<file path="src/rtl/core/mmeh_fifo.sv">
module mmeh_fifo #(
  parameter int WIDTH = 8,
  parameter int DEPTH = 2
) (
  input  logic             clk_i,
  input  logic             rst_ni,
  input  logic             push_i,
  input  logic [WIDTH-1:0] data_i,
  output logic             full_o,
  input  logic             pop_i,
  output logic [WIDTH-1:0] data_o,
  output logic             empty_o
);

  localparam int AW = $clog2(DEPTH);

  logic [WIDTH-1:0] mem_q [DEPTH];
  logic [AW-1:0]    wr_q, wr_d, rd_q, rd_d;
  logic [AW:0]      cnt_q, cnt_d;

  assign full_o  = (cnt_q == (AW+1)'(DEPTH));
  assign empty_o = (cnt_q == '0);
  assign data_o  = mem_q[rd_q];

  always_comb begin
    wr_d  = wr_q;
    rd_d  = rd_q;
    cnt_d = cnt_q;
    if (push_i) begin
      wr_d = wr_q + 1'b1;
    end
    if (pop_i) begin
      rd_d = rd_q + 1'b1;
    end
    if (push_i && !pop_i) begin
      cnt_d = cnt_q + 1'b1;
    end else if (pop_i && !push_i) begin
      cnt_d = cnt_q - 1'b1;
    end
  end

  always_ff @(posedge clk_i or negedge rst_ni) begin
    if (!rst_ni) begin
      wr_q  <= '0;
      rd_q  <= '0;
      cnt_q <= '0;
    end else begin
      wr_q  <= wr_d;
      rd_q  <= rd_d;
      cnt_q <= cnt_d;
    end
  end

  always_ff @(posedge clk_i) begin
    if (push_i) begin
      mem_q[wr_q] <= data_i;
    end
  end

endmodule

</file>
<file path="config.mk">
export PLATFORM = sky130hd
export DESIGN_NAME = mmeh_fifo
export DESIGN_NICKNAME = d
export VERILOG_FILES = /design/src/rtl/core/mmeh_fifo.sv
export SDC_FILE = /design/constraint.sdc
export NUM_CORES = 1
export LEC_CHECK = 0
export ABC_AREA = 1
export BUFFER_PORTS_ARGS = -buffer_cell sky130_fd_sc_hd__buf_2
export CORE_UTILIZATION = 39
export DETAILED_ROUTE_END_ITERATION = 10
export PLACE_DENSITY = 0.69
export SKIP_LAST_GASP = 1
export SLEW_MARGIN = 0
export SYNTH_ARGS = -nofsm -noshare
export SYNTH_HDL_FRONTEND = slang
export SYNTH_SLANG_ARGS = --single-unit
</file>
<file path="constraint.sdc">
create_clock -name clk_i -period 1.9 [get_ports clk_i]
set_clock_uncertainty 0.05 [all_clocks]
set_input_delay 0.19 -clock clk_i [delete_from_list [all_inputs] [get_ports clk_i]]
set_output_delay 0.19 -clock clk_i [all_outputs]
set_load 0.005 [all_outputs]
</file>
# Word level (Yosys, flattened, before mapping)
# Memory sizes are Yosys's and may differ from the RTL's.
# Index checks and enable logic that the tools add are counted.
# op_classes
addsub,4
multipliers,0
div_mod_pow,0
magnitude_cmp,0
eq_ne,1
shifts,0
muxes,4
bitwise_logic,0
n_reduce_logical,6
# op_table
operator,n
$mux 2,2
$add 1x1->1 const B,2
$add 2x1->2 const B,1
$eq 2x2->1 const B,1
$logic_and 1x1->1,2
$logic_not 1->1,2
$logic_not 2->1,1
$mux 1,2
$reduce_bool 2->1,1
$sub 2x1->2 const B,1
# word_totals
ff_bits,4
latchBits,0
ram_bits,16
mem_bits_ro,0
inputBits,12
output_inout_bits,10
wordCells,19
memories,1
# mem_list
name,words,word_bits,rd,rd_ports_with_merged_regs,wr,line_no,rtl
mem_q,2,8,1,0,1,17,logic [WIDTH-1:0] mem_q [DEPTH];

# Logic depth before layout (Yosys ltp)
# Gate-level depths: netlist (run 1).
# logic_depth
word_depth,4
mapped_depth,7
ltp_nobuf,7

# Worst setup path before layout (run 1)
# No wires, ideal clock.
# synth_timing
path_type,reg-to-reg
from,reg wr_q
to,mem mem_q[0][0] (enable)
setup_time_ps,370
arrival_ps,774
required_time_ps,1480
setup_slack_ps,706
path_stages_with_launch,2
path_buffers,0
synth_period_minus_slack_ps,1194
path_cell_list,dfrtp_1 -> nor2_1
# synth_rtl
item,line_no,rtl
from (decl),18,"logic [AW-1:0] wr_q, wr_d, rd_q, rd_d;"
from (signal assigned),48,wr_q <= wr_d;
to (decl),17,
# Straight into the memory's write port.

# Worst setup path in the final report (run 1)
# layout_timing
from,reg rd_q
to,out data_o[2]
# layout_between
elab_chain_cells,1
# layout_rtl
item,line_no,rtl
from (decl),18,
from (signal assigned),49,rd_q <= rd_d;
$mem_v2 2x8,n/a,
to (decl),11,"output logic [WIDTH-1:0] data_o,"
# Every way passes these cells.

==> summary.txt, run 1 <==
library cells used by synthesis: 12
Post-route DRC: 0
DRT Wirelength: 1.090 mm
Finished Layout Cells: 103
Clk Tree Root Cell: clkbuf_4
EDFF count, synth: 16
IO Pins: 22
largest net degree at the start of global routing: 13
detailed-route wire length per cell: 10.58 µm
setup_tns: 0 ns
Antenna Nets Post-Route: 0
Die Span X: 47.81 µm
Setup WS post-layout: 0.2309 ns
final net count: 90
DRT iter0 DRCs: 10
drt first pass iters: 4
most frequent cell after synthesis: edfxtp_1
CTS buffer count: 3
syn nets: 63
vias in the first global route: 391
H-tree depth: 1
Routability Congestion: 0.7296
ranking of synthesized cells by area: edfxtp_1 59%, mux2_4 15%, dfrtp_1 12%
# rows: 16
Max-slew headroom: 0.6645
f_max: 0.5991 GHz
placed insts: 98
worst vdd ir: 0.6296 mV
GRT overflow: 0
sequential area share after synthesis: 0.7095
TritonCTS clock tree: yes
Mapped Area: 818.3 µm²
RSZ-0062 raised after global routing: false
critical path arrival: 1.43 ns
Reg clk slew, reported paths: 0.11 ns
Max FO, Critical Path: 9
Hold Vio Cnt, Final: 0
die area: 2285 µm²
core footprint: 1962 µm²
status: finished, final reports clean
Avg Cell Area, Syn: 16.37 µm²
Longest Clk Path Bufs: 2
startpoint types: flip-flop
starting density of the core: 0.4171
Post-DP HPWL: 835.1 µm
post-synth top area cell: edfxtp_1
clk sink count: 20
initial antenna violation count: 0
pwr dens: 1386 nW/µm²
top cell type's share of synthesized area: 0.5872
Hold Crit Class: primary input to flip-flop
ratio of cells with drive above 1 in the final layout: 0.4474
n_diodes: 0
Yosys reg bits: 20
worst skew pair latency: 0.29 ns
Setup CP Type: flip-flop to primary output
Tcrit/Tclk final: 0.8785
filler cell count: 187
post-route cell area: 1016 µm²
ys flop type: edfxtp_1
via count: 445
Yosys warnings: 0
Post-CTS Setup Inserts: 0
GRT Total Usage: 0.09881
Tmin final: 1.669 ns
P_leak: 0.4622 nW
Final setup viols: 0
top cells by instance count after synthesis: 16 x edfxtp_1, 8 x mux2_4, 7 x inv_1
Least-Margin Pin Slew: 0.5033 ns
Avg Vias per Cell: 4.320
Gate Count Post-Synth: 50
CP Capture Type: primary output
worst endpoint required time: 1.66 ns
number of port buffers: 21
pre-CTS WS: 0.5388 ns
first-pass GRT wire length: 1.469 mm
placed cell area: 953.4 µm²
Post-synth ARST share: 0.2000
synthesis-to-layout area growth: 24.16%
max-cap viol count: 0
DIE HEIGHT: 47.81 µm
Slew Limit Fails: 0
## worst paths after layout
check | from | slack, ns | cells past startpoint | endpoint
max | rd_q | 0.23 | 2 | data_o[2]
min | data_i[5] | 0.03 | 1 | mem_q[1][5]
max reg2reg | wr_q | 0.83 | 2 | mem_q[1][0]
min reg2reg | wr_q | 0.46 | 1 | wr_q
max in group asynchronous | rst_ni | 1.52 | 2 | cnt_q[1]
min in group asynchronous | rst_ni | 0.16 | 2 | rd_q
## area by class of cell
class | instances | area (µm²) | share of cell area
sequential | 20 | 580.6 | 0.5714
multi-input combinational | 22 | 200.2 | 0.1970
timing repair buffer | 23 | 122.6 | 0.1207
tap | 27 | 33.78 | 0.03325
clock inverter | 1 | 30.03 | 0.02956
inverter | 7 | 26.28 | 0.02586
clock buffer | 3 | 22.52 | 0.02217
## per-stage QoR
step	power [mW]	hold slack, ns	utilization
6_report	1.408	0.03024	0.5179
5_1_grt	1.492	0.006075	0.5179
4_1_cts	1.423	0.02129	0.5179
3_5_place_dp	1.091	-0.04548	0.4860
3_3_place_gp	1.070	-0.04773	0.4860
2_1_floorplan	0.9559	-0.1556	-
## kinds of logic (layout without fill, tap and decap cells)
logic type,Yosys count,in the layout,share of synthesized area
xor gates and xnor gates,3,3,0.03212
adders and majority gates,1,1,0.01529
buffers and inverters,8,34,0.04588
DFF,20,20,0.7095
muxes,8,8,0.1468
and+or+nand+nor,10,10,0.05046
## metal layers
layer	routed length [µm]	track usage
met1	458	0.09024
met4	0	0.06111
met3	32	0.04528
met2	599	0.1757
met5	0	0
## critical path, stage by stage (launching register included)
cell	delay (ns)
dfrtp_1	0.68
mux2_4	0.34
buf_2	0.13
## sequential cells by signal, indices dropped and copies added, names as in the netlist
signal,cells
cnt_q,2
mem_q,16
rd_q,1
wr_q,1
## where the power goes
part | total [mW] | internal [mW] | switching (mW)
Combinational | 0.382 | 0.238 | 0.144
Clock | 0.336 | 0.213 | 0.124
Sequential | 0.690 | 0.594 | 0.0963
## what timing repair did
item,CTS,global route
hold endpoints to repair,4,0
hold buffers,1,0
resized for setup,0,0
## cell usage in the layout (no fill, tap or decap)
cell type	instances
buf_2	21
edfxtp_1	16
mux2_4	8
inv_1	7
nand2_1	5
dfrtp_1	4
nor2_1	3
clkbuf_4	3
xor2_1	2
xnor2_1	1
nand3_1	1
nand4_1	1
ha_1	1
bufinv_16	1
dlygate4sd3_1	1
buf_4	1
No activity file was read; power rests on OpenSTA's default activity.
==> inputs of run 2 (changes only) <==
--- a/config.mk
+++ b/config.mk
@@ -7,6 +7,7 @@
 export LEC_CHECK = 0
 export ABC_AREA = 1
 export BUFFER_PORTS_ARGS = -buffer_cell sky130_fd_sc_hd__buf_2
+export CORE_MARGIN = 3
 export CORE_UTILIZATION = 39
 export DETAILED_ROUTE_END_ITERATION = 10
 export PLACE_DENSITY = 0.69
==> constraint.sdc (replaced) <==
create_clock -name clk_i -period 2.01 [get_ports clk_i]
set_clock_uncertainty 0.05 [all_clocks]
set_input_delay 0.201 -clock clk_i [delete_from_list [all_inputs] [get_ports clk_i]]
set_output_delay 0.201 -clock clk_i [all_outputs]
set_load 0.005 [all_outputs]
==> run 2 against run 1 <==
  * Count of clock-buffer cells in the layout unchanged
  * Cell count shrank 2.9%
  * Die area increased by 17%
  * Critical endpoint is now data_o[3]
==> summary.txt, run 2 (synthesized netlist as in run 1, its figures left out) <==
n_diodes: 0
pwr dens: 1314 nW/µm²
initial antenna violation count: 0
max FFs per register: 16
RR Startpoint: wr_q
DRT iter0 DRCs: 3
first-pass GRT wire length: 1.938 mm
Hold Crit Class: primary input to flip-flop
IO Pins: 22
CP startpoint: rd_q
critical path arrival: 1.46 ns
Longest Clk Path Bufs: 2
CTS buffer count: 3
Final setup viols: 0
largest net degree at the start of global routing: 13
synthesis-to-layout area growth: 22.94%
via count: 457
final net count: 89
# rows: 15
Max-slew headroom: 0.5503
Hold Vio Cnt, Final: 0
number of port buffers: 21
DIE HEIGHT: 51.81 µm
core footprint: 1858 µm²
vias in the first global route: 466
f_max: 0.5853 GHz
worst vdd ir: 0.7760 mV
Post-CTS Setup Inserts: 0
die area: 2684 µm²
CP Capture Type: primary output
commonest non-fill, non-tap cell in the layout: buf_2
detailed-route wire length per cell: 11.60 µm
clk sink count: 20
H-tree depth: 1
worst endpoint required time: 1.76 ns
ratio of cells with drive above 1 in the final layout: 0.4400
DRT Wirelength: 1.160 mm
max-cap viol count: 0
Least-Margin Pin Slew: 0.6720 ns
crit-path cells: mux2_4 -> buf_2
Top reg by flops: mem_q
setup_tns: 0 ns
Antenna Nets Post-Route: 0
Setup CP Type: flip-flop to primary output
reg-to-reg endpoint: mem_q[0][7]
Tmin final: 1.709 ns
Max FO, Critical Path: 9
Die Span X: 51.81 µm
Max stage delay on crit path: 0.69 ns
R2R cell count: 1
Routability Congestion: 0.6422
GRT overflow: 0
drt first pass iters: 2
starting density of the core: 0.4404
GRT Total Usage: 0.09982
Worst R2R Setup Slack: 0.65 ns
most frequent cells in the layout: 21 x buf_2, 16 x edfxtp_1, 8 x mux2_4, 7 x inv_1, 5 x nand2_1
worst skew pair latency: 0.29 ns
Clk Tree Root Cell: clkbuf_4
biggest regs: mem_q (16), cnt_q (2)
P_leak: 0.4571 nW
Post-DP HPWL: 895.6 µm
Tcrit/Tclk final: 0.8500
Slew Limit Fails: 0
post_cts resized: 0
RSZ-0062 raised after global routing: false
Post-Route Utilization: 0.5414
startpoint types: flip-flop
TritonCTS clock tree: yes
slowest stage cell on the critical path: dfrtp_1
HP Start: pop_i
Reg clk slew, reported paths: 0.11 ns
Avg Vias per Cell: 4.570
status: finished, final reports clean
Post-route DRC: 0
Critical Path Sink: data_o[3]
run 2: changes by cell type in the layout (fill, tap and decap cells not counted):
cell   previous run  this run
buf_4             1         0
run 2: stage by stage:
stage	hold slack, ns	power, mW	area (µm²)	setup slack, ns	instances
final	0.03674	1.322	1006	0.3014	100
after global routing	0.03006	1.400	1006	0.2081	100
after detailed placement	-0.03820	1.023	943.4	0.6178	95
after floorplan	-0.1446	0.9036	818.3	0.8162	50
after global placement	-0.03939	1.010	943.4	0.6306	95
after CTS	0.02563	1.344	1006	0.2706	100
run 2: worst min path at each step:
stage	slack [ns]	depth (start not counted)	endpoint
final	0.04	2	rd_q
after CTS	0.03	2	rd_q
after global placement	-0.04	1	rd_q
after global routing	0.03	1	mem_q[1][3]
after detailed placement	-0.04	1	rd_q
after floorplan	-0.14	0	cnt_q[0]
run 2: power breakdown:
group	total, mW	switching (mW)	internal [mW]	leakage (nW)
clock network	0.319	0.117	0.201	0.0279
registers	0.656	0.0943	0.562	0.197
logic	0.346	0.129	0.218	0.232
total	1.32	0.340	0.981	0.457
run 2: area by class of cell:
cell class | instances | area, µm²
inverters | 7 | 26.28
clock buffers | 3 | 22.52
repair buffers | 22 | 115.1
well taps | 25 | 31.28
multi-input cells | 22 | 200.2
flip-flops and latches | 20 | 580.6
clock inverters | 1 | 30.03
fillers | 168 | 852.1
run 2: layer usage:
metal  track usage  part of all wire  up-vias
li1              -                 -      221
met1        0.1111              0.37      215
met2        0.1695              0.53       19
met3       0.03152             0.081        2
met4       0.05240             0.013        0
met5             0                 0        -
run 2: what timing repair did:
item / 4_1_cts / 5_1_grt
hold buffers: 1 / 0
setup endpoints to repair: 0 / 0
endpoints found under the hold margin: 4 / 0
run 2: critical path: cells and delay by family (launching register included):
family / cells / cell delay (ns)
mux: 1 / 0.34
buf+inv: 1 / 0.12
flops: 1 / 0.69
