### src/rtl/core/mmeh_pkg.sv
package mmeh_pkg;

  localparam int SAMPLE_BITS = 24;
  localparam int SET_IDX_W   = 4;
  localparam int CFG_IDX_W   = 4;
  localparam int CFG_DATA_W  = 9;

  typedef logic signed [SAMPLE_BITS-1:0] sample_t;

  localparam sample_t EMPTY_MIN = {1'b0, {(SAMPLE_BITS-1){1'b1}}};
  localparam sample_t EMPTY_MAX = {1'b1, {(SAMPLE_BITS-1){1'b0}}};

  localparam logic [3:0] FUNC_ACC_BAND  = 4'd0;
  localparam logic [3:0] FUNC_ACC_WIDE  = 4'd1;
  localparam logic [3:0] FUNC_APPEND    = 4'd2;
  localparam logic [3:0] FUNC_WRITE_COL = 4'd3;
  localparam logic [3:0] FUNC_CLR_BAND  = 4'd4;
  localparam logic [3:0] FUNC_CLR_WIDE  = 4'd5;
  localparam logic [3:0] FUNC_CLR_ALL   = 4'd6;
  localparam logic [3:0] FUNC_RST_ACC   = 4'd7;
  localparam logic [3:0] FUNC_READ      = 4'd8;

  localparam logic [CFG_IDX_W-1:0] CFG_COLUMN_COUNT = 4'd0;
  localparam logic [CFG_IDX_W-1:0] CFG_ACTIVE_BANDS = 4'd1;

  typedef enum logic [2:0] {
    OP_NOP,
    OP_ACC,
    OP_APPEND,
    OP_WCOL,
    OP_CLR_SET,
    OP_CLR_ALL,
    OP_RST_ACC,
    OP_READ
  } op_e;

  typedef struct packed {
    logic [3:0] func;
    logic [2:0] band;
    logic       wide;
    logic [1:0] mode;
    logic [7:0] column;
    sample_t    sample;
  } item_t;

  typedef struct packed {
    sample_t min_value;
    sample_t max_value;
    logic    recorded;
  } result_t;

  typedef struct packed {
    op_e                  op;
    logic                 hit;
    logic [SET_IDX_W-1:0] set;
    logic [1:0]           mode;
    logic [7:0]           column;
    sample_t              sample;
  } cmd_t;

  typedef struct packed {
    sample_t mn;
    sample_t mx;
  } pair_t;

  localparam pair_t EMPTY_PAIR = '{mn: EMPTY_MIN, mx: EMPTY_MAX};

endpackage

### src/rtl/core/mmeh_fifo.sv
module mmeh_fifo #(
  parameter int WIDTH = 8,
  parameter int DEPTH = 2
) (
  input  logic             clk_i,
  input  logic             rst_ni,
  input  logic             push_i,
  input  logic [WIDTH-1:0] data_i,
  output logic             full_o,
  input  logic             pop_i,
  output logic [WIDTH-1:0] data_o,
  output logic             empty_o
);

  localparam int AW = $clog2(DEPTH);

  logic [WIDTH-1:0] mem_q [DEPTH];
  logic [AW-1:0]    wr_q, wr_d, rd_q, rd_d;
  logic [AW:0]      cnt_q, cnt_d;

  assign full_o  = (cnt_q == (AW+1)'(DEPTH));
  assign empty_o = (cnt_q == '0);
  assign data_o  = mem_q[rd_q];

  always_comb begin
    wr_d  = wr_q;
    rd_d  = rd_q;
    cnt_d = cnt_q;
    if (push_i) begin
      wr_d = wr_q + 1'b1;
    end
    if (pop_i) begin
      rd_d = rd_q + 1'b1;
    end
    if (push_i && !pop_i) begin
      cnt_d = cnt_q + 1'b1;
    end else if (pop_i && !push_i) begin
      cnt_d = cnt_q - 1'b1;
    end
  end

  always_ff @(posedge clk_i or negedge rst_ni) begin
    if (!rst_ni) begin
      wr_q  <= '0;
      rd_q  <= '0;
      cnt_q <= '0;
    end else begin
      wr_q  <= wr_d;
      rd_q  <= rd_d;
      cnt_q <= cnt_d;
    end
  end

  always_ff @(posedge clk_i) begin
    if (push_i) begin
      mem_q[wr_q] <= data_i;
    end
  end

endmodule

### src/rtl/core/mmeh_front.sv
module mmeh_front #(
  parameter int NUM_BANDS = 4,
  parameter int NUM_MODES = 4
) (
  input  logic            clk_i,
  input  logic            rst_ni,
  input  logic            accept_i,
  input  mmeh_pkg::item_t item_i,
  output logic            full_o,
  output logic            cmd_valid_o,
  output mmeh_pkg::cmd_t  cmd_o,
  input  logic            cmd_pop_i
);

  mmeh_pkg::cmd_t cmd;
  logic           band_ok;
  logic           mode_ok;
  logic           cmd_empty;

  assign band_ok = (4'(item_i.band) < 4'(NUM_BANDS));
  assign mode_ok = (4'(item_i.mode) < 4'(NUM_MODES));

  always_comb begin
    cmd        = '0;
    cmd.op     = mmeh_pkg::OP_NOP;
    cmd.mode   = item_i.mode;
    cmd.column = item_i.column;
    cmd.sample = item_i.sample;
    unique case (item_i.func)
      mmeh_pkg::FUNC_ACC_BAND: begin
        cmd.op  = mmeh_pkg::OP_ACC;
        cmd.set = mmeh_pkg::SET_IDX_W'(item_i.band);
        cmd.hit = band_ok && mode_ok;
      end
      mmeh_pkg::FUNC_ACC_WIDE: begin
        cmd.op  = mmeh_pkg::OP_ACC;
        cmd.set = mmeh_pkg::SET_IDX_W'(NUM_BANDS);
        cmd.hit = mode_ok;
      end
      mmeh_pkg::FUNC_APPEND: begin
        cmd.op  = mmeh_pkg::OP_APPEND;
        cmd.hit = 1'b1;
      end
      mmeh_pkg::FUNC_WRITE_COL: begin
        cmd.op  = mmeh_pkg::OP_WCOL;
        cmd.hit = 1'b1;
      end
      mmeh_pkg::FUNC_CLR_BAND: begin
        cmd.op  = mmeh_pkg::OP_CLR_SET;
        cmd.set = mmeh_pkg::SET_IDX_W'(item_i.band);
        cmd.hit = band_ok;
      end
      mmeh_pkg::FUNC_CLR_WIDE: begin
        cmd.op  = mmeh_pkg::OP_CLR_SET;
        cmd.set = mmeh_pkg::SET_IDX_W'(NUM_BANDS);
        cmd.hit = 1'b1;
      end
      mmeh_pkg::FUNC_CLR_ALL: begin
        cmd.op  = mmeh_pkg::OP_CLR_ALL;
        cmd.hit = 1'b1;
      end
      mmeh_pkg::FUNC_RST_ACC: begin
        cmd.op  = mmeh_pkg::OP_RST_ACC;
        cmd.hit = 1'b1;
      end
      mmeh_pkg::FUNC_READ: begin
        cmd.op  = mmeh_pkg::OP_READ;
        cmd.set = item_i.wide ? mmeh_pkg::SET_IDX_W'(NUM_BANDS)
                              : mmeh_pkg::SET_IDX_W'(item_i.band);
        cmd.hit = (item_i.wide || band_ok) && mode_ok;
      end
      default: begin
        cmd.op = mmeh_pkg::OP_NOP;
      end
    endcase
  end

  mmeh_fifo #(
    .WIDTH ($bits(mmeh_pkg::cmd_t)),
    .DEPTH (2)
  ) u_cmd_fifo (
    .clk_i   (clk_i),
    .rst_ni  (rst_ni),
    .push_i  (accept_i),
    .data_i  (cmd),
    .full_o  (full_o),
    .pop_i   (cmd_pop_i),
    .data_o  (cmd_o),
    .empty_o (cmd_empty)
  );

  assign cmd_valid_o = !cmd_empty;

endmodule

### config.mk
export PLATFORM = sky130hd
export DESIGN_NAME = mmeh_front
export DESIGN_NICKNAME = d
export VERILOG_FILES = /design/src/rtl/core/mmeh_pkg.sv /design/src/rtl/core/mmeh_fifo.sv /design/src/rtl/core/mmeh_front.sv
export SDC_FILE = /design/constraint.sdc
export NUM_CORES = 1
export LEC_CHECK = 0
export ABC_AREA = 1
export ABC_CLOCK_PERIOD_IN_PS = 7160
export BUFFER_PORTS_ARGS = -buffer_cell sky130_fd_sc_hd__buf_2
export CAP_MARGIN = 20
export CORE_MARGIN = 3
export CORE_UTILIZATION = 56
export CTS_CLUSTER_DIAMETER = 200
export DETAILED_ROUTE_END_ITERATION = 10
export GPL_ROUTABILITY_DRIVEN = 1
export PLACE_DENSITY_LB_ADDON = 0.05
export SYNTH_ARGS = -nofsm -noshare
export SYNTH_HDL_FRONTEND = slang
export SYNTH_SLANG_ARGS = --single-unit
### constraint.sdc
create_clock -name clk_i -period 7.16 [get_ports clk_i]
set_input_delay 1.074 -clock clk_i [delete_from_list [all_inputs] [get_ports clk_i]]
set_output_delay 1.074 -clock clk_i [all_outputs]
set_load 0.02 [all_outputs]
Yosys cells after proc, flatten, opt, wreduce, memory -nomap -nowiden:

Memories as Yosys holds them, arrays and structs flattened.
Cells that the tools add are included.

* shift-type cells: 0
* multipliers: 0
* $lt $le $gt $ge: 1
* muxes and demuxes: 8
* reduce and logical (&&, ||, !) cells: 14
* add/sub/neg operators: 4
* bitwise operators: 0
* equality and inequality tests: 9
* divide/modulo/power cells: 0

Operators with widths (count)
* case mux 3 bit (7 select lines): 1
* equality test 4 x 3 -> 1 bit, second input constant: 4
* case mux 3 bit (3 select lines): 1
* equality test 4 x 2 -> 1 bit, second input constant: 2
* OR reduction 2 bit: 4
* OR reduction 6 bit: 1
* equality test 4 x 1 -> 1 bit, second input constant: 1
* equality test 4 bit, second input constant: 1
* logical NOT 4 bit: 1
* two-way mux 2 bit: 2
* logical NOT 1 bit: 3
* < comparator 3 bit, second input constant: 1
* two-way mux 3 bit: 1
* case mux 1 bit (3 select lines): 1
* adder 1 bit, second input constant: 2
* adder 2 x 1 -> 2 bit, second input constant: 1
* equality test 2 bit, second input constant: 1
* logical AND 1 bit: 2
* logical NOT 2 bit: 1
* two-way mux 1 bit: 2
* nonzero test 2 bit: 1
* subtractor 2 x 1 -> 2 bit, second input constant: 1
* logical OR 1 bit: 1

* flip-flop bits (word level): 4
* latch bits: 0
* output and inout bits: 44
* memories: 1
* logic and storage cells: 40
* ROM bits: 0
* memory bits (writable): 82
* bits of input ports: 46

Memory list
* u_cmd_fifo.mem_q: depth 2, bits a word 41, rd ports 1, clocked after Yosys merged registers in 0, wr ports 1, line mmeh_fifo.sv:17 `logic [WIDTH-1:0] mem_q [DEPTH];`

Longest topological paths before layout:

Gate-level depths: netlist of the first run.

* depth in word-level cells: 4
* gate-level depth with buffers: 7
* mapped depth without buffers: 7

Hierarchy:

Synthesis of the first run repeated with hierarchy kept, for this count alone.

* cell total of the unflattened synthesis: 197
* area total of the unflattened synthesis: 3624.7 sq um

Modules (own cells, without submodules)
* mmeh_fifo: cells an instance 156, area an instance 3439.5 sq um, times used 1, sequential area each 2622.5 sq um
* mmeh_front: cells an instance 41, area an instance 185.2 sq um, times used 1, sequential area each 0.0 sq um

Least setup slack after synthesis of the first run:

OpenSTA, ideal clock, no wires.

* kind: input -> register
* start: in accept_i
* end: mem u_cmd_fifo.mem_q[0][0] (netlist name) (enable)
* stages on the path: 2
* data required time: 6.720 ns
* arrival: 2.839 ns
* slack: 3.881 ns
* library setup time: 0.440 ns
* buffers on the path: 0
* cells stage by stage: inv_1 nor2_1

* longest elaborated chain between the ends: 2

RTL lines
* start, declared: line mmeh_front.sv:7 `input logic accept_i,`
* two-way mux 1 bit: line mmeh_fifo.sv:55 `if (push_i) begin`
* two-way mux 1 bit (not written as such): line mmeh_fifo.sv:56 `mem_q[wr_q] <= data_i;`
* end, declared: line mmeh_fifo.sv:17

No other way between the ends.

==> results.cfg, run 1 <==
[outcome]
status = complete, no violations

[cells_and_area]
drive_above_1_share_pct = 51.22
fin_nets = 329
fillerInstances = 411
layout.cells.non_filler = 362
seq_area_um2 = 2564
syn_to_final_growth_pct = 18.42
multiInputGateArea_um2 = 815.8
diodes = 0

[worst_setup_path]
end_kind = output pin
r2r-start = u_cmd_fifo.wr_q
worst_ep_arrival_time_ns = 2.13
worst_r2r_path_depth = 3
worstSetupStartpointType = flop
worst-path-max-fanout = 25
r2r_slack_ns = 5.41
worstSetupPathType = flop to output pin
r2r-end = u_cmd_fifo.mem_q[1][3]
required_ns = 6.09
crit_start = u_cmd_fifo.rd_q

[floorplanning]
start_util_pct = 58.73
core_um2 = 5991
rows = 28
die_h_um = 85.27
dieArea_um2 = 7270
pin_count = 90
die_w_um = 85.27

[hold_path]
hp-class = flop to flop
hold_start = u_cmd_fifo.cnt_q[1]
hold_depth = 2
hold_end = u_cmd_fifo.cnt_q[1]

[sta]
drv_slew = 0
finalCriticalPeriod_ns = 3.202
min_period_over_period_pct = 44.72
maxSlewHeadroom_pct = 59.18
finalHoldViolations = 0
rsz0062_at_grt = false
setup_violations = 0
fin_setup_tns_ns = 0
worst_slew_pin_slew_ns = 0.6086
clock_skew_ns = 0.007203
max_freq_mhz = 312.3

[route]
first_pass_iters = 4
drtIter0Drc = 87
wl_per_cell_um = 15.15
drcViolationCount = 0
drt-total-wl_um = 5484
via_per_inst = 5.003
num_vias = 1811
detail-route-antenna-nets = 0

[grt]
grt_max_degree = 26
grt-ovfl-total = 0
grt_pass1_vias = 1780
grt_first_pass_wirelength_um = 8749
antenna_found_initial = 0
track_usage_pct = 16.08

[yosys]
netlist.area_leader.share_pct = 69.99
ys_ff_latch = 86
syn_nets = 233
synth_xor_area_share_pct = 0.7468
ys_seq_area_share_pct = 72.83
yosysTopAreaCell = edfxtp_1
yosys.area_share.simple_pct = 2.987
syn_inst = 186
yosysUniqueCellTypes = 20
synthMuxAreaShare_pct = 17.28
synth_top_cells_by_area = edfxtp_1, mux2_4, dfrtp_1, buf_12, nand2_1
syn_avg_cell_area_um2 = 18.92
synth_top_family_by_area = multiplexers
synth_adder_area_share_pct = 0.3556
syn-cell-area_um2 = 3518
synth_compound_area_share_pct = 1.494
synth_warnings = 0

[run]
maxCapViolCount = 0

[clocking]
cts_resized = 0
cts_tree = yes
cts_hold_buf = 0
clk_pin_slew_ns = 0.07
clock_path_buffers = 2
cts_made_buffers = 9
h-tree-depth = 3
clk_latency_ns = 0.34
clockRootBuffer = clkbuf_8
cts_setup_buffers = 0
cts.sinks = 86

[pwr]
p_leak_nw = 1.748
powerDensity_nw_per_um2 = 386.0
ir_worst_vdd_mv = 0.2308

[place]
dp_cells = 346
port_buffers = 88
hpwl_um = 3771
gp_congestion = 0.7813
==> where the power goes <==
| group | leakage [nW] | switching (W) | total [W] | internal (W) |
|---|---|---|---|---|
| clock network | 0.0884 | 0.000155 | 0.000314 | 0.000159 |
| registers | 0.819 | 0.0000557 | 0.000726 | 0.000670 |
| logic | 0.841 | 0.000308 | 0.000568 | 0.000260 |
| total | 1.75 | 0.000519 | 0.00161 | 0.00109 |
==> metal layers <==
metal | track usage [%] | share of wire [%]
met1 | 22.41 | 45
met3 | 3.883 | 6.4
met5 | 0 | 0
met2 | 23.73 | 47
met4 | 8.201 | 2.0
==> area by class of cell <==
cell class	count	share of cell area [%]
sequential	86	61.53
multi-input combinational	81	19.58
timing repair buffer	91	11.11
clock buffer	11	3.153
tap	75	2.252
clock inverter	5	1.201
inverter	13	1.171
==> cell families after synthesis <==
kind of cell,count (synthesis)
xor gates and xnor gates,3
muxes,41
other,1
DFF,86
AOI/OAI and AO/OA,10
adders and majority gates,1
buffers and inverters,19
and+or+nand+nor,25
==> worst max path at each step <==
stage	end	slack [ns]	cells past startpoint
4_1_cts	cmd_o[22]	3.91	3
3_3_place_gp	cmd_o[22]	4.29	3
3_5_place_dp	cmd_o[22]	4.29	3
5_1_grt	cmd_o[22]	3.82	3
6_report	cmd_o[22]	3.96	3
2_1_floorplan	u_cmd_fifo.mem_q[0][0]	3.88	2
==> registers in the layout (all words and copies together) (netlist names) <==
signal / flops
u_cmd_fifo.cnt_q: 2
u_cmd_fifo.wr_q: 1
u_cmd_fifo.rd_q: 1
u_cmd_fifo.mem_q: 82
==> critical path: stages (launching register included) <==
cell and delay, ns:
dfrtp_2 0.73, buf_4 0.50, mux2_2 0.39, buf_2 0.16
==> cell usage after synthesis <==
cell      instances
nand3_1           5
o21ai_0           7
nand2_1          14
nor2_1            4
buf_4             1
mux2_2            2
inv_1            13
xnor2_1           1
buf_6             1
buf_12            4
edfxtp_1         82
dfrtp_1           4
mux2_4           39
nor2_2            1
nand4_1           1
ha_1              1
o211ai_1          1
xor2_1            2
conb_1            1
a21oi_1           2
==> per-stage QoR <==
stage / hold WS (ns) / power [W] / util [%] / instance area (um^2) / setup WS [ns]
floorplan: 0.4417 / 0.001201 / - / 3518 / 3.881
global placement: 0.4606 / 0.001308 / 66.52 / 3985 / 4.290
detailed placement: 0.4659 / 0.001316 / 66.52 / 3985 / 4.294
CTS: 0.4885 / 0.001628 / 69.55 / 4167 / 3.906
global route: 0.5071 / 0.001692 / 69.55 / 4167 / 3.818
finish: 0.4832 / 0.001608 / 69.55 / 4167 / 3.958
==> placed cells by master, fill, tap and decap left out, drive strengths merged <==
master	n
a21oi	2
clkbuf	11
dfrtp	4
o211ai	1
xnor2	1
nand4	1
inv	12
edfxtp	82
clkinvlp	1
conb	1
ha	1
nand2	14
xor2	2
nor2	5
nand3	5
buf	91
bufinv	1
clkinv	4
o21ai	7
mux2	41
Note: power is estimated with default switching activity, not from simulation.
==> inputs of run 2 (changes only) <==
ABC_CLOCK_PERIOD_IN_PS = 3000   (was 7160)
CORE_UTILIZATION = 52   (was 56)
clock period = 3 ns   (was 7.16 ns; I/O delays follow)
==> run 2 against run 1 <==
First-iteration DRC count shrank 51%; critical endpoint unchanged; sequential share of layout area grew 0.19 points; sequential power grew 130%; clock skew is essentially flat; highest routed layer unchanged; worst setup slack lost 3.0 ns; register-to-register slack lost 4.0 ns; worst hold slack lost 0.19 ns; combinational power grew 150%; clock-buffer cell count is the same; clock power grew 110%; die area grew 7.1%; non-clock buffer count grew 1.
==> results.cfg, run 2 (synthesis results as in run 1) <==
[outcome]
status = complete, no violations

[floorplanning]
die_w_um = 88.26
core_um2 = 6459
pin_count = 90
dieArea_um2 = 7789
start_util_pct = 54.48
rows = 29
die_h_um = 88.26

[place]
gp_congestion = 0.8078
hpwl_um = 3739
place_area_um2 = 3988
port_buffers = 88

[grt]
grt-ovfl-total = 0
grt_first_pass_wirelength_um = 8280
grt_max_degree = 42
antenna_found_initial = 0
grt_pass1_vias = 1792
track_usage_pct = 14.50

[sta]
maxSlewHeadroom_pct = 39.60
drv_slew = 0
min_period_over_period_pct = 68.20
holdWs_ns = 0.2918
finalCriticalPeriod_ns = 2.046
rsz0062_at_grt = false
setup_violations = 0
clock_skew_ns = 0.006764
fin_setup_tns_ns = 0
worst_slew_pin_slew_ns = 0.9046
finalHoldViolations = 0
max_freq_mhz = 488.7

[cells_and_area]
drive_above_1_share_pct = 51.57
syn_to_final_growth_pct = 18.07
largest_reg_flops = 82
final_cell_area_um2 = 4154
final_common_cell = buf_2
fillerInstances = 486
seq_area_um2 = 2564
multiInputGateArea_um2 = 815.8
layout_common_cells = buf_2, edfxtp_1, mux2_4, nand2_1, inv_1
reg_top3 = u_cmd_fifo.mem_q x82, u_cmd_fifo.cnt_q x2
regMostFlops = u_cmd_fifo.mem_q
final_util_pct = 64.32
diodes = 0
fin_nets = 330

[clocking]
clk_pin_slew_ns = 0.08
cts_hold_buf = 1
cts_tree = yes
cts.sinks = 86
cts_made_buffers = 9
cts_setup_buffers = 0
clock_path_buffers = 2
clockRootBuffer = clkbuf_8
clk_latency_ns = 0.34
h-tree-depth = 3
cts_resized = 0

[worst_setup_path]
worstSetupStartpointType = flop
required_ns = 2.55
cpPeakStageDelay_ns = 0.38
cp_slowest_cell = mux2_2
worst-path-max-fanout = 23
path_cells = buf_4 > mux2_2 > buf_2
worst_ep_arrival_time_ns = 1.60
worstSetupPathType = flop to output pin
end_kind = output pin

[route]
drtIter0Drc = 43
num_vias = 1811
first_pass_iters = 4
drcViolationCount = 0
detail-route-antenna-nets = 0
wl_per_cell_um = 15.04
via_per_inst = 4.975
drt-total-wl_um = 5473

[pwr]
p_int_w = 0.002522
seq_power_share_pct = 44.7
ir_worst_vdd_mv = 0.6056
power_frac_clock_pct = 17.5
netSwitchingFraction_pct = 32.68
p_comb_share_pct = 37.7
p_leak_nw = 1.745
p_sw_w = 0.001224
powerDensity_nw_per_um2 = 901.9

[run]
maxCapViolCount = 0

[hold_path]
hp-class = input pin to flop
run 2: changes by cell type in the layout (fill, tap and decap cells not counted):
cell           previous run  this run
inv_2                     0         1
bufinv_16                 1         0
clkinv_1                  3         1
dlygate4sd3_1             0         1
clkinv_4                  0         1
run 2: stage by stage:
stage          worst slack (ns)  instances  total power, W
3_5_place_dp              1.263        348        0.003142
3_3_place_gp              1.273        348        0.003124
6_report                 0.9539        364        0.003746
5_1_grt                  0.8680        364        0.003947
4_1_cts                  0.9169        364        0.003801
2_1_floorplan            0.3451        186        0.002866
run 2: final timing paths:
| check | start | to | slack [ns] | depth (start not counted) |
|---|---|---|---|---|
| max in group asynchronous | rst_ni | u_cmd_fifo.rd_q | 2.42 | 2 |
| max | u_cmd_fifo.rd_q | cmd_o[22] | 0.95 | 3 |
| max reg2reg | u_cmd_fifo.wr_q | u_cmd_fifo.mem_q[1][11] | 1.43 | 2 |
| min | item_i[5] | u_cmd_fifo.mem_q[0][5] | 0.29 | 1 |
| min in group asynchronous | rst_ni | u_cmd_fifo.wr_q | 0.44 | 2 |
| min reg2reg | u_cmd_fifo.cnt_q[1] | u_cmd_fifo.cnt_q[1] | 0.49 | 2 |
run 2: power groups by stage:
stage	registers (W)	clock network [W]	logic, W
3_3_place_gp	0.00169	0	0.00143
4_1_cts	0.00168	0.000681	0.00144
5_1_grt	0.00170	0.000739	0.00151
2_1_floorplan	0.00169	0	0.00118
3_5_place_dp	0.00171	0	0.00144
6_report	0.00167	0.000657	0.00141
run 2: routing by layer:
layer  track usage [%]  wire (um)
met4             8.242        104
met5                 0          0
met1             17.15       2243
met3             4.655        402
met2             23.45       2722
run 2: worst max-delay path, delay by kind of cell (launching register included):
family	cells	cell delay (ns)
buffers and inverters	2	0.53
flip-flops	1	0.36
multiplexers	1	0.38
run 2: cell type report:
type	count	share of cell area, %
well taps	77	2.319
clock buffers	11	3.163
repair buffers	92	11.39
clock inverters	4	0.6024
inverters	13	1.175
flip-flops and latches	86	61.72
multi-input cells	81	19.64
==> inputs of run 3 (changes only) <==
ABC_CLOCK_PERIOD_IN_PS = 2050   (was 3000)
clock period = 2.05 ns   (was 3 ns; I/O delays follow)
==> run 3 against run 2 <==
Register-to-register slack worse by 0.84 ns; worst hold slack worse by 0.14 ns; core utilization is 1.0 points higher; die area stayed put; largest power group unchanged; critical endpoint is now cmd_o[36]; global-route usage is 1.1 points higher; clock power is 64% higher; cell count is 0.27% higher; power is 51% higher.
==> results.cfg, run 3 (synthesis results as in run 1) <==
[place]
place_area_um2 = 4033
port_buffers = 88
hpwl_um = 3727
gp_congestion = 0.6944
post-place-ws_ns = 0.5421

[cells_and_area]
final_cell_area_um2 = 4220
regMostFlops = u_cmd_fifo.mem_q
final_util_pct = 65.34
final_common_cell = buf_2
syn_to_final_growth_pct = 19.95
drive_above_1_share_pct = 52.08
diodes = 0
largest_reg_flops = 82
layout_common_cells = buf_2, edfxtp_1, mux2_4, nand2_1, inv_1
fillerInstances = 475
fin_nets = 331
reg_top3 = u_cmd_fifo.mem_q x82, u_cmd_fifo.cnt_q x2

[sta]
max_freq_mhz = 535.8
setup_violations = 0
finalHoldViolations = 0
finalCriticalPeriod_ns = 1.866
rsz0062_at_grt = false
fin_setup_tns_ns = 0
drv_slew = 0
clock_skew_ns = 0.004749
fin_ws_ns = 0.1835
min_period_over_period_pct = 91.05

[route]
drcViolationCount = 0
drtIter0Drc = 101
num_vias = 1819
drt-total-wl_um = 5488
detail-route-antenna-nets = 0
first_pass_iters = 4
via_per_inst = 4.984
wl_met3_um = 469
wl_met2_um = 2621
top_layer = met4
wl_per_cell_um = 15.04
wl_met1_um = 2359

[clocking]
h-tree-depth = 3
cts_made_buffers = 9
cts_tree = yes
cts.sinks = 86
clockRootBuffer = clkbuf_8
clock_path_buffers = 2
clk_pin_slew_ns = 0.08
clk_latency_ns = 0.34
cts_resized = 0

[floorplanning]
dieArea_um2 = 7789
die_h_um = 88.26
core_um2 = 6459
pin_count = 90
die_w_um = 88.26
rows = 29
start_util_pct = 54.48

[grt]
grt_pass1_vias = 1836
grt-ovfl-total = 0
antenna_found_initial = 0
grt_first_pass_wirelength_um = 8776
grt_max_degree = 32
track_usage_pct = 15.59

[pwr]
powerDensity_nw_per_um2 = 1342
p_leak_nw = 1.777
finalPower_w = 0.005665
ir_worst_vdd_mv = 0.8242

[worst_setup_path]
worstSetupPathType = flop to output pin
r2r-start = u_cmd_fifo.wr_q
cpPeakStageDelay_ns = 0.39
end_kind = output pin
r2r_slack_ns = 0.59
required_ns = 1.74
worst_r2r_path_depth = 3
worstSetupStartpointType = flop
worst_ep_arrival_time_ns = 1.56
worst-path-max-fanout = 17
r2r-end = u_cmd_fifo.mem_q[1][9]
path_cells = buf_4 > mux2_4 > buf_2
cp_slowest_cell = dfrtp_2

[hold_path]
hold_end = u_cmd_fifo.mem_q[0][18]
hold_start = item_i[18]
hp-class = input pin to flop
hold_depth = 1

[run]
maxCapViolCount = 0

[outcome]
status = complete, no violations
run 3: cell count changes in the layout (fill, tap and decap cells not counted), moves of 2 or more:
cell,previous run,this run
buf_12,0,3
buf_4,3,1
clkinv_2,1,4
clkbuf_1,2,0
run 3: worst max-delay path by stage:
stage                     from                endpoint  slack, ns  depth (start not counted)
5_1_grt        u_cmd_fifo.rd_q               cmd_o[36]       0.11                          3
4_1_cts        u_cmd_fifo.rd_q               cmd_o[36]       0.15                          3
2_1_floorplan  u_cmd_fifo.wr_q  u_cmd_fifo.mem_q[0][0]       0.15                          1
6_report       u_cmd_fifo.rd_q               cmd_o[36]       0.18                          3
3_5_place_dp   u_cmd_fifo.rd_q               cmd_o[17]       0.54                          3
3_3_place_gp   u_cmd_fifo.rd_q               cmd_o[25]       0.55                          3
run 3: repair_timing:
action,CTS,global route
hold endpoints to repair,4,0
buffers inserted,0,0
hold buffers,1,0
run 3: layout make-up:
cell class	instances	area, um^2	area share, %
Sequential cell	86	2564	60.75
Multi-Input combinational cell	81	815.8	19.33
Timing Repair Buffer	93	518.0	12.27
Clock buffer	9	123.9	2.935
Tap cell	77	96.34	2.283
Clock inverter	6	53.80	1.275
Inverter	13	48.80	1.156
run 3: where the power goes:
part | total (W) | switching (W) | internal (W)
combinational | 0.00214 | 0.00117 | 0.000974
sequential | 0.00245 | 0.000106 | 0.00234
clock | 0.00108 | 0.000534 | 0.000544
run 3: layer usage:
layer / GRT usage (%) / vias to the layer above
li1: - / 883
met1: 19.33 / 869
met2: 24.27 / 63
met3: 6.238 / 4
met4: 7.005 / 0
met5: 0 / -
run 3: through the flow:
step	instances	hold slack (ns)
2_1_floorplan	186	0.01191
3_3_place_gp	349	0.1263
3_5_place_dp	349	0.1284
4_1_cts	365	0.1278
5_1_grt	365	0.1234
6_report	365	0.1544
run 3: worst max-delay path, delay by kind of cell (launching register included):
kind	cells	cell delay, ns
flip-flops	1	0.39
buffers and inverters	2	0.48
multiplexers	1	0.34
